## config.mk

```make
export PLATFORM = sky130hd
export DESIGN_NAME = cdf_ctrl
export DESIGN_NICKNAME = d
export VERILOG_FILES = /design/src/hdl/assert_macros.svh /design/src/hdl/cdf_pkg.sv /design/src/hdl/cdf_ctrl.sv
export SDC_FILE = /design/constraint.sdc
export NUM_CORES = 1
export LEC_CHECK = 0
export BUFFER_PORTS_ARGS = -buffer_cell sky130_fd_sc_hd__buf_2
export CAP_MARGIN = 10
export CORE_MARGIN = 1
export CORE_UTILIZATION = 45
export CTS_CLUSTER_SIZE = 8
export DETAILED_ROUTE_END_ITERATION = 10
export HOLD_SLACK_MARGIN = 0.03
export PLACE_DENSITY = 0.78
export SLEW_MARGIN = 40
export SYNTH_ARGS = -nofsm -noshare
export SYNTH_HDL_FRONTEND = slang
export SYNTH_SLANG_ARGS = --single-unit
export TNS_END_PERCENT = 5
```

## constraint.sdc

```tcl
create_clock -name clk_i -period 2.3 [get_ports clk_i]
set_clock_uncertainty 0.2 [all_clocks]
set_input_delay 0.23 -clock clk_i [delete_from_list [all_inputs] [get_ports clk_i]]
set_output_delay 0.23 -clock clk_i [all_outputs]
set_load 0.005 [all_outputs]
```

## src/hdl/assert_macros.svh

```systemverilog
// Assertion helpers for the RTL.
`ifndef ASSERT_MACROS_SVH
`define ASSERT_MACROS_SVH

// Property must hold at every clock edge outside reset.
`define CDF_ASSERT(lbl, clk, rstn, prop, msg) \
  lbl: assert property (@(posedge clk) disable iff (!rstn) prop) else $error(msg);

// Expression must never be true outside reset.
`define CDF_ASSERT_NEVER(lbl, clk, rstn, expr, msg) \
  lbl: assert property (@(posedge clk) disable iff (!rstn) !(expr)) else $error(msg);

`endif

```

## src/hdl/cdf_pkg.sv

```systemverilog
package cdf_pkg;

  localparam logic [7:0]  HDR0          = 8'h53;
  localparam logic [7:0]  HDR1          = 8'h47;
  localparam logic [15:0] CRC_POLY      = 16'hA001;
  localparam logic [15:0] CRC_INIT      = 16'hFFFF;
  localparam int          FRAME_OVERHEAD = 7;
  localparam int          MAX_RESULTS   = 38;
  localparam int          RES_CNT_W     = 6;
  localparam logic [0:0]  REG_BOARD_ADDR = 1'b0;

  typedef enum logic [1:0] {
    KIND_NONE    = 2'd0,
    KIND_FRAME   = 2'd1,
    KIND_CRC_BAD = 2'd2,
    KIND_READ    = 2'd3
  } cdf_kind_e;

  typedef enum logic [2:0] {
    OFF_HOLD,
    OFF_ZERO,
    OFF_ONE,
    OFF_TWO,
    OFF_THREE,
    OFF_FOUR,
    OFF_FIVE,
    OFF_INC
  } cdf_off_e;

  typedef struct packed {
    logic     push;
    logic     load_rd;
    cdf_off_e off_sel;
    logic     drop1;
    logic     drop_frame;
    logic     len_load;
    logic     cmd_load;
    logic     crc_init;
    logic     crc_step;
    logic     lo_load;
    logic     pl_write;
    logic     acc_load;
    logic     pend_load;
    logic     pend_bad;
    logic     out_load_pend;
    logic     out_load_none;
    logic     out_load_read;
    logic     out_last;
  } cdf_cmd_t;

  typedef struct packed {
    logic empty;
    logic ge2;
    logic ge3;
    logic ge5;
    logic hdr0_ok;
    logic hdr1_ok;
    logic addr_ok;
    logic len_fits;
    logic len_zero;
    logic walk_last;
    logic crc_ok;
    logic pend_valid;
    logic out_free;
  } cdf_status_t;

  // One byte of the reflected CRC-16, LSB first.
  function automatic logic [15:0] crc16_byte(input logic [15:0] crc, input logic [7:0] b);
    logic [15:0] c;
    c = crc ^ {8'h00, b};
    for (int k = 0; k < 8; k++) begin
      c = c[0] ? ((c >> 1) ^ CRC_POLY) : (c >> 1);
    end
    return c;
  endfunction

endpackage

```

## src/hdl/cdf_ctrl.sv

```systemverilog
module cdf_ctrl (
  input  logic                 clk_i,
  input  logic                 rst_ni,
  input  logic                 in_valid_i,
  input  logic                 in_action_i,
  output logic                 in_ready_o,
  input  cdf_pkg::cdf_status_t status_i,
  output cdf_pkg::cdf_cmd_t    cmd_o
);
  import cdf_pkg::*;

  typedef enum logic [3:0] {
    ST_IDLE, ST_RDWAIT, ST_CHK0, ST_W0, ST_W1, ST_W2, ST_W4, ST_W3,
    ST_CRC, ST_RLO, ST_RHI, ST_COPY, ST_EMIT_OK, ST_EMIT_BAD, ST_FINISH
  } state_e;

  state_e               state_q, state_d;
  logic [RES_CNT_W-1:0] n_q, n_d;

  assign in_ready_o = (state_q == ST_IDLE);

  always_comb begin
    state_d = state_q;
    n_d     = n_q;
    cmd_o   = '0;
    unique case (state_q)
      ST_IDLE: begin
        if (in_valid_i) begin
          if (in_action_i) begin
            cmd_o.load_rd = 1'b1;
            state_d       = ST_RDWAIT;
          end else begin
            cmd_o.push = 1'b1;
            n_d        = '0;
            state_d    = ST_CHK0;
          end
        end
      end
      ST_RDWAIT: begin
        if (status_i.out_free) begin
          cmd_o.out_load_read = 1'b1;
          state_d             = ST_IDLE;
        end
      end
      ST_CHK0: begin
        cmd_o.off_sel = OFF_ZERO;
        if (status_i.empty || n_q == RES_CNT_W'(MAX_RESULTS)) state_d = ST_FINISH;
        else state_d = ST_W0;
      end
      ST_W0: begin
        if (!status_i.hdr0_ok) begin
          cmd_o.drop1 = 1'b1;
          state_d     = ST_CHK0;
        end else if (!status_i.ge2) begin
          state_d = ST_FINISH;
        end else begin
          cmd_o.off_sel = OFF_ONE;
          state_d       = ST_W1;
        end
      end
      ST_W1: begin
        if (!status_i.hdr1_ok) begin
          cmd_o.drop1 = 1'b1;
          state_d     = ST_CHK0;
        end else if (!status_i.ge3) begin
          state_d = ST_FINISH;
        end else begin
          cmd_o.off_sel = OFF_TWO;
          state_d       = ST_W2;
        end
      end
      ST_W2: begin
        if (!status_i.addr_ok) begin
          cmd_o.drop1 = 1'b1;
          state_d     = ST_CHK0;
        end else if (!status_i.ge5) begin
          state_d = ST_FINISH;
        end else begin
          cmd_o.off_sel = OFF_FOUR;
          state_d       = ST_W4;
        end
      end
      ST_W4: begin
        cmd_o.len_load = 1'b1;
        if (!status_i.len_fits) begin
          state_d = ST_FINISH;
        end else begin
          cmd_o.off_sel = OFF_THREE;
          state_d       = ST_W3;
        end
      end
      ST_W3: begin
        cmd_o.cmd_load = 1'b1;
        cmd_o.crc_init = 1'b1;
        cmd_o.off_sel  = OFF_ZERO;
        state_d        = ST_CRC;
      end
      ST_CRC: begin
        cmd_o.crc_step = 1'b1;
        cmd_o.off_sel  = OFF_INC;
        if (status_i.walk_last) state_d = ST_RLO;
      end
      ST_RLO: begin
        cmd_o.lo_load = 1'b1;
        cmd_o.off_sel = OFF_INC;
        state_d       = ST_RHI;
      end
      ST_RHI: begin
        if (!status_i.crc_ok) begin
          state_d = ST_EMIT_BAD;
        end else if (status_i.len_zero) begin
          state_d = ST_EMIT_OK;
        end else begin
          cmd_o.off_sel = OFF_FIVE;
          state_d       = ST_COPY;
        end
      end
      ST_COPY: begin
        cmd_o.pl_write = 1'b1;
        cmd_o.off_sel  = OFF_INC;
        if (status_i.walk_last) state_d = ST_EMIT_OK;
      end
      ST_EMIT_OK, ST_EMIT_BAD: begin
        if (!status_i.pend_valid || status_i.out_free) begin
          cmd_o.out_load_pend = status_i.pend_valid;
          cmd_o.pend_load     = 1'b1;
          cmd_o.pend_bad      = (state_q == ST_EMIT_BAD);
          cmd_o.acc_load      = (state_q == ST_EMIT_OK);
          cmd_o.drop_frame    = (state_q == ST_EMIT_OK);
          cmd_o.drop1         = (state_q == ST_EMIT_BAD);
          n_d                 = n_q + 1'b1;
          state_d             = ST_CHK0;
        end
      end
      ST_FINISH: begin
        if (status_i.out_free) begin
          cmd_o.out_load_pend = status_i.pend_valid;
          cmd_o.out_load_none = !status_i.pend_valid;
          cmd_o.out_last      = 1'b1;
          state_d             = ST_IDLE;
        end
      end
      default: state_d = ST_IDLE;
    endcase
  end

  always_ff @(posedge clk_i or negedge rst_ni) begin
    if (!rst_ni) begin
      state_q <= ST_IDLE;
      n_q     <= '0;
    end else begin
      state_q <= state_d;
      n_q     <= n_d;
    end
  end

endmodule

```

==> results.md <==
- Synthesis produced a netlist with a net count of 168.
- The count of unique library cells instantiated by Yosys is 51.
- The end point of the worst hold path is state_q[0].
- The die area is 2776 um^2.
- The internal reg-to-reg setup slack is 290 ps.
- The worst hold-check path type is in -> reg.
- The worst vdd rail ir drop is 0.6919 mV.
- Data arrives at the worst endpoint at 1710 ps.
- Yosys mapped a number of flops with a built-in enable equal to 0.
- The remaining routing DRC violations is 0.
- Synthesis produced 149 cells.
- The count of endpoints failing hold in the final timing report is 0.
- Dividing the final minimum period by the clock period gives 0.9319.
- In this run the core area contains 18 standard-cell rows.
- The total routing usage reported by global routing is 0.2482.
- The H-tree level count is 1.
- The end-of-flow core utilization is 0.5607.
- The initial detailed-routing violation count is 22.
- The flow ran to the end, and the final reports show no timing, DRC or antenna violations.
- The worst-case reg-to-reg path depth is 5.
- The quantity of I/O buffers inserted on ports is 37.
- In the final design database the tool counted 207 nets.
- Detailed routing inserted a total of 1,280 vias.
- The reg-to-reg critical path endpoint is state_q[1].
- Of the cells placed in the final design, the portion with a size suffix greater than 1 is 0.3316.
- The cell area that synthesis handed to floorplanning was 1156 um^2.
- The startpoint identified for the worst hold timing path is status_i[10].
- In this run, CTS created clock tree buffers numbering 3.
- The pre-antenna-repair detailed-routing pass consisted of 4 iterations.
- Once the clock tree was built, the setup fixing pass inserted 0 buffers.
- Adding up every negative setup slack in the final design gives 0 ps.
- At the pin with the least slew margin, the transition time is 493.4 ps.
- The kind of start point of the critical path is a flop.
- The leakage power of the design is 0.0006643 uW.
- The clock latency of the later-clocked register in the worst-skew pair is 270 ps.
- Clock-pin slew was measured on the worst setup and hold paths at 70 ps.
- Along the worst path, the maximum fanout reaches 14.
- The power density relative to cell area is 1277 nW/um^2.
- The overall overflow remaining after global route is 0.
- In this run the critical register-to-register path is launched from state_q[3].
- Setup repair after global routing left no endpoint under its margin.
- The via count of the first global-routing pass came to 1,119.
- The sequential cell area fraction in the yosys report is 0.2165.
- The upper clock frequency limit is 466.5 MHz.
- The critical path is of the reg -> out type.
- The initial utilization of the core area, before any placement, comes to 0.4709.
- Using the TritonRoute via totals, the vias-per-cell ratio works out to 5.899.
- The tool flagged a number of max-cap violations equal to 0.
- The post-detailed-route wirelength per cell is 15.05 um.
- The worst path needs 2143 ps of the cycle, external delays included.
- For this run, the number of Yosys warnings is 0.
- 0 antenna diodes ended up in the layout.
- The largest net degree at the start of global routing is 17.
- The library cell used as clock root buffer is sky130_fd_sc_hd__clkbuf_4.
- The number of synthesized register bits is 10.
- The fraction of registers with async set/reset is 1.000.
- The number of pins exceeding their max-slew limit in the final report is 0.
- The leading register cell type out of synthesis is sky130_fd_sc_hd__dfrtp_1.
- The number of antenna violations at the first check in global routing is 0.
- The floorplan step set the die width to 52.69 um.
- The total area inside the core boundary comes to 2455 um^2.
- The number of top-level design ports is 38.
- Along the worst hold path, the cell count comes to 3.
- The area growth from synthesis to layout is 19.05%.
- Counting every sink on the clock net gives 10.
- The clock tree from TritonCTS is done.
- The post-synthesis area per instance is 7.759 um^2.
- The HPWL after detailed placement is 2489 um.
- At the end of routability-driven placement, the weighted congestion stood at 0.9719.
- The total of endpoints with negative setup slack in the final report is 0.
- The wire length of the first global-routing pass is 5057 um.
- The relative max-transition margin is 0.6681.
- In this run the vertical extent of the chip is 52.69 um.
- STA classifies the critical path endpoint as a primary output.
- The maximum buffer depth of the clock tree is 2.
- The worst path required time is 1870 ps.
- In this run the remaining antenna-violating nets after routing total 0.
- The wire length after detailed routing is 3265 um.
-- worst max path at each step --
| stage | cells past startpoint | endpoint | start | slack (ps) |
|---|---|---|---|---|
| after floorplan | 6 | state_q[1] | state_q[1] | 520 |
| after global placement | 5 | state_q[1] | state_q[1] | 290 |
| after detailed placement | 5 | state_q[1] | state_q[1] | 250 |
| after CTS | 5 | cmd_o[19] | state_q[3] | 70 |
| after global routing | 5 | cmd_o[19] | state_q[3] | 30 |
| final | 5 | cmd_o[16] | state_q[1] | 160 |
-- synth_stat cells (2+ instances only) --
library cell / count / share of area
sky130_fd_sc_hd__buf_2: 2 / 0.0087
sky130_fd_sc_hd__o211ai_1: 3 / 0.019
sky130_fd_sc_hd__buf_6: 2 / 0.019
sky130_fd_sc_hd__ha_1: 2 / 0.022
sky130_fd_sc_hd__nand4_1: 4 / 0.022
sky130_fd_sc_hd__inv_1: 5 / 0.016
sky130_fd_sc_hd__clkbuf_8: 4 / 0.048
sky130_fd_sc_hd__dfrtp_1: 10 / 0.22
sky130_fd_sc_hd__nor3_1: 7 / 0.030
sky130_fd_sc_hd__nand2b_1: 2 / 0.011
sky130_fd_sc_hd__and2_2: 2 / 0.013
sky130_fd_sc_hd__o21ai_0: 6 / 0.026
sky130_fd_sc_hd__nor4_1: 3 / 0.016
sky130_fd_sc_hd__a31oi_1: 3 / 0.016
sky130_fd_sc_hd__xor2_1: 4 / 0.030
sky130_fd_sc_hd__nand3_1: 5 / 0.022
sky130_fd_sc_hd__and3_1: 4 / 0.022
sky130_fd_sc_hd__a32oi_1: 3 / 0.023
sky130_fd_sc_hd__nand2_1: 14 / 0.045
sky130_fd_sc_hd__and2_1: 2 / 0.011
sky130_fd_sc_hd__buf_4: 3 / 0.019
sky130_fd_sc_hd__o22ai_1: 2 / 0.011
sky130_fd_sc_hd__a21oi_1: 6 / 0.026
sky130_fd_sc_hd__nor2_1: 21 / 0.068
sky130_fd_sc_hd__nor2b_1: 4 / 0.022
-- routing by layer --
layer,global-route usage,share of wire,wire length [um]
met1,0.3187,0.44,1448
met2,0.4346,0.50,1644
met3,0.02319,0.043,140
met4,0.07018,0.0095,31
met5,0,0,0
-- state kept, by name, indices dropped and copies added (netlist names) --
name,cells
n_q,6
state_q,4
-- power by group --
part           internal (uW)  switching [uW]
Combinational            536             696
Clock                   96.2            66.6
Sequential               249             114
-- final cells by class --
type	instances	area, um^2
Tap cell	30	37.54
Sequential cell	10	252.7
Fill cell	244	1079
Timing Repair Buffer	45	247.7
Multi-Input combinational cell	123	783.3
Clock buffer	4	36.28
Inverter	5	18.77
-- cells in the final DEF (no fill, tap or decap), types with 3 or more instances in the layout --
cell                       synthesis  final
sky130_fd_sc_hd__nand4_1           4      4
sky130_fd_sc_hd__nand3_1           5      5
sky130_fd_sc_hd__nor3_1            7      7
sky130_fd_sc_hd__buf_2             2     37
sky130_fd_sc_hd__dfrtp_1          10      8
sky130_fd_sc_hd__o21ai_0           6      6
sky130_fd_sc_hd__and3_1            4      4
sky130_fd_sc_hd__xor2_1            4      4
sky130_fd_sc_hd__a32oi_1           3      3
sky130_fd_sc_hd__nor2b_1           4      4
sky130_fd_sc_hd__buf_4             3      7
sky130_fd_sc_hd__a21oi_1           6      6
sky130_fd_sc_hd__clkbuf_4          0      3
sky130_fd_sc_hd__o211ai_1          3      3
sky130_fd_sc_hd__nor2_1           21     21
sky130_fd_sc_hd__inv_1             5      5
sky130_fd_sc_hd__a31oi_1           3      3
sky130_fd_sc_hd__nand2_1          14     14
-- worst max-delay path, cell delays in order (launching register included) --
cell,delay [ps]
sky130_fd_sc_hd__dfrtp_2,490
sky130_fd_sc_hd__or2b_1,330
sky130_fd_sc_hd__nor2_1,260
sky130_fd_sc_hd__o22a_1,170
sky130_fd_sc_hd__o21ai_0,60
sky130_fd_sc_hd__buf_2,130
-- what timing repair did --
| item | CTS | global route |
|---|---|---|
| hold buffers | 1 | 0 |
| resized for setup | 0 | 3 |
| hold endpoints to repair | 10 | 0 |
| endpoints found under the setup margin | 0 | 3 |
-- metrics by stage --
step                std cells  hold WS, ps  area (um^2)  total power (uW)  setup slack (ps)
floorplan                 149       -265.6         1156              1304             516.1
global placement          212       -100.2         1321              1531             287.3
detailed placement        212       -96.37         1321              1558             245.1
CTS                       217        144.8         1368              1729             71.56
global route              217        160.0         1376              1910             31.44
finish                    217        141.2         1376              1758             156.6
-- logic make-up after synthesis --
kind of cell / count (synthesis) / share of synthesized area
AOI/OAI and AO/OA: 38 / 0.2511
xor gates and xnor gates: 5 / 0.03788
adders and majority gates: 2 / 0.02164
buffers and inverters: 16 / 0.1115
DFF: 10 / 0.2165
muxes: 1 / 0.008658
and+or+nand+nor: 77 / 0.3528
Power figures use the tool's default switching activity.
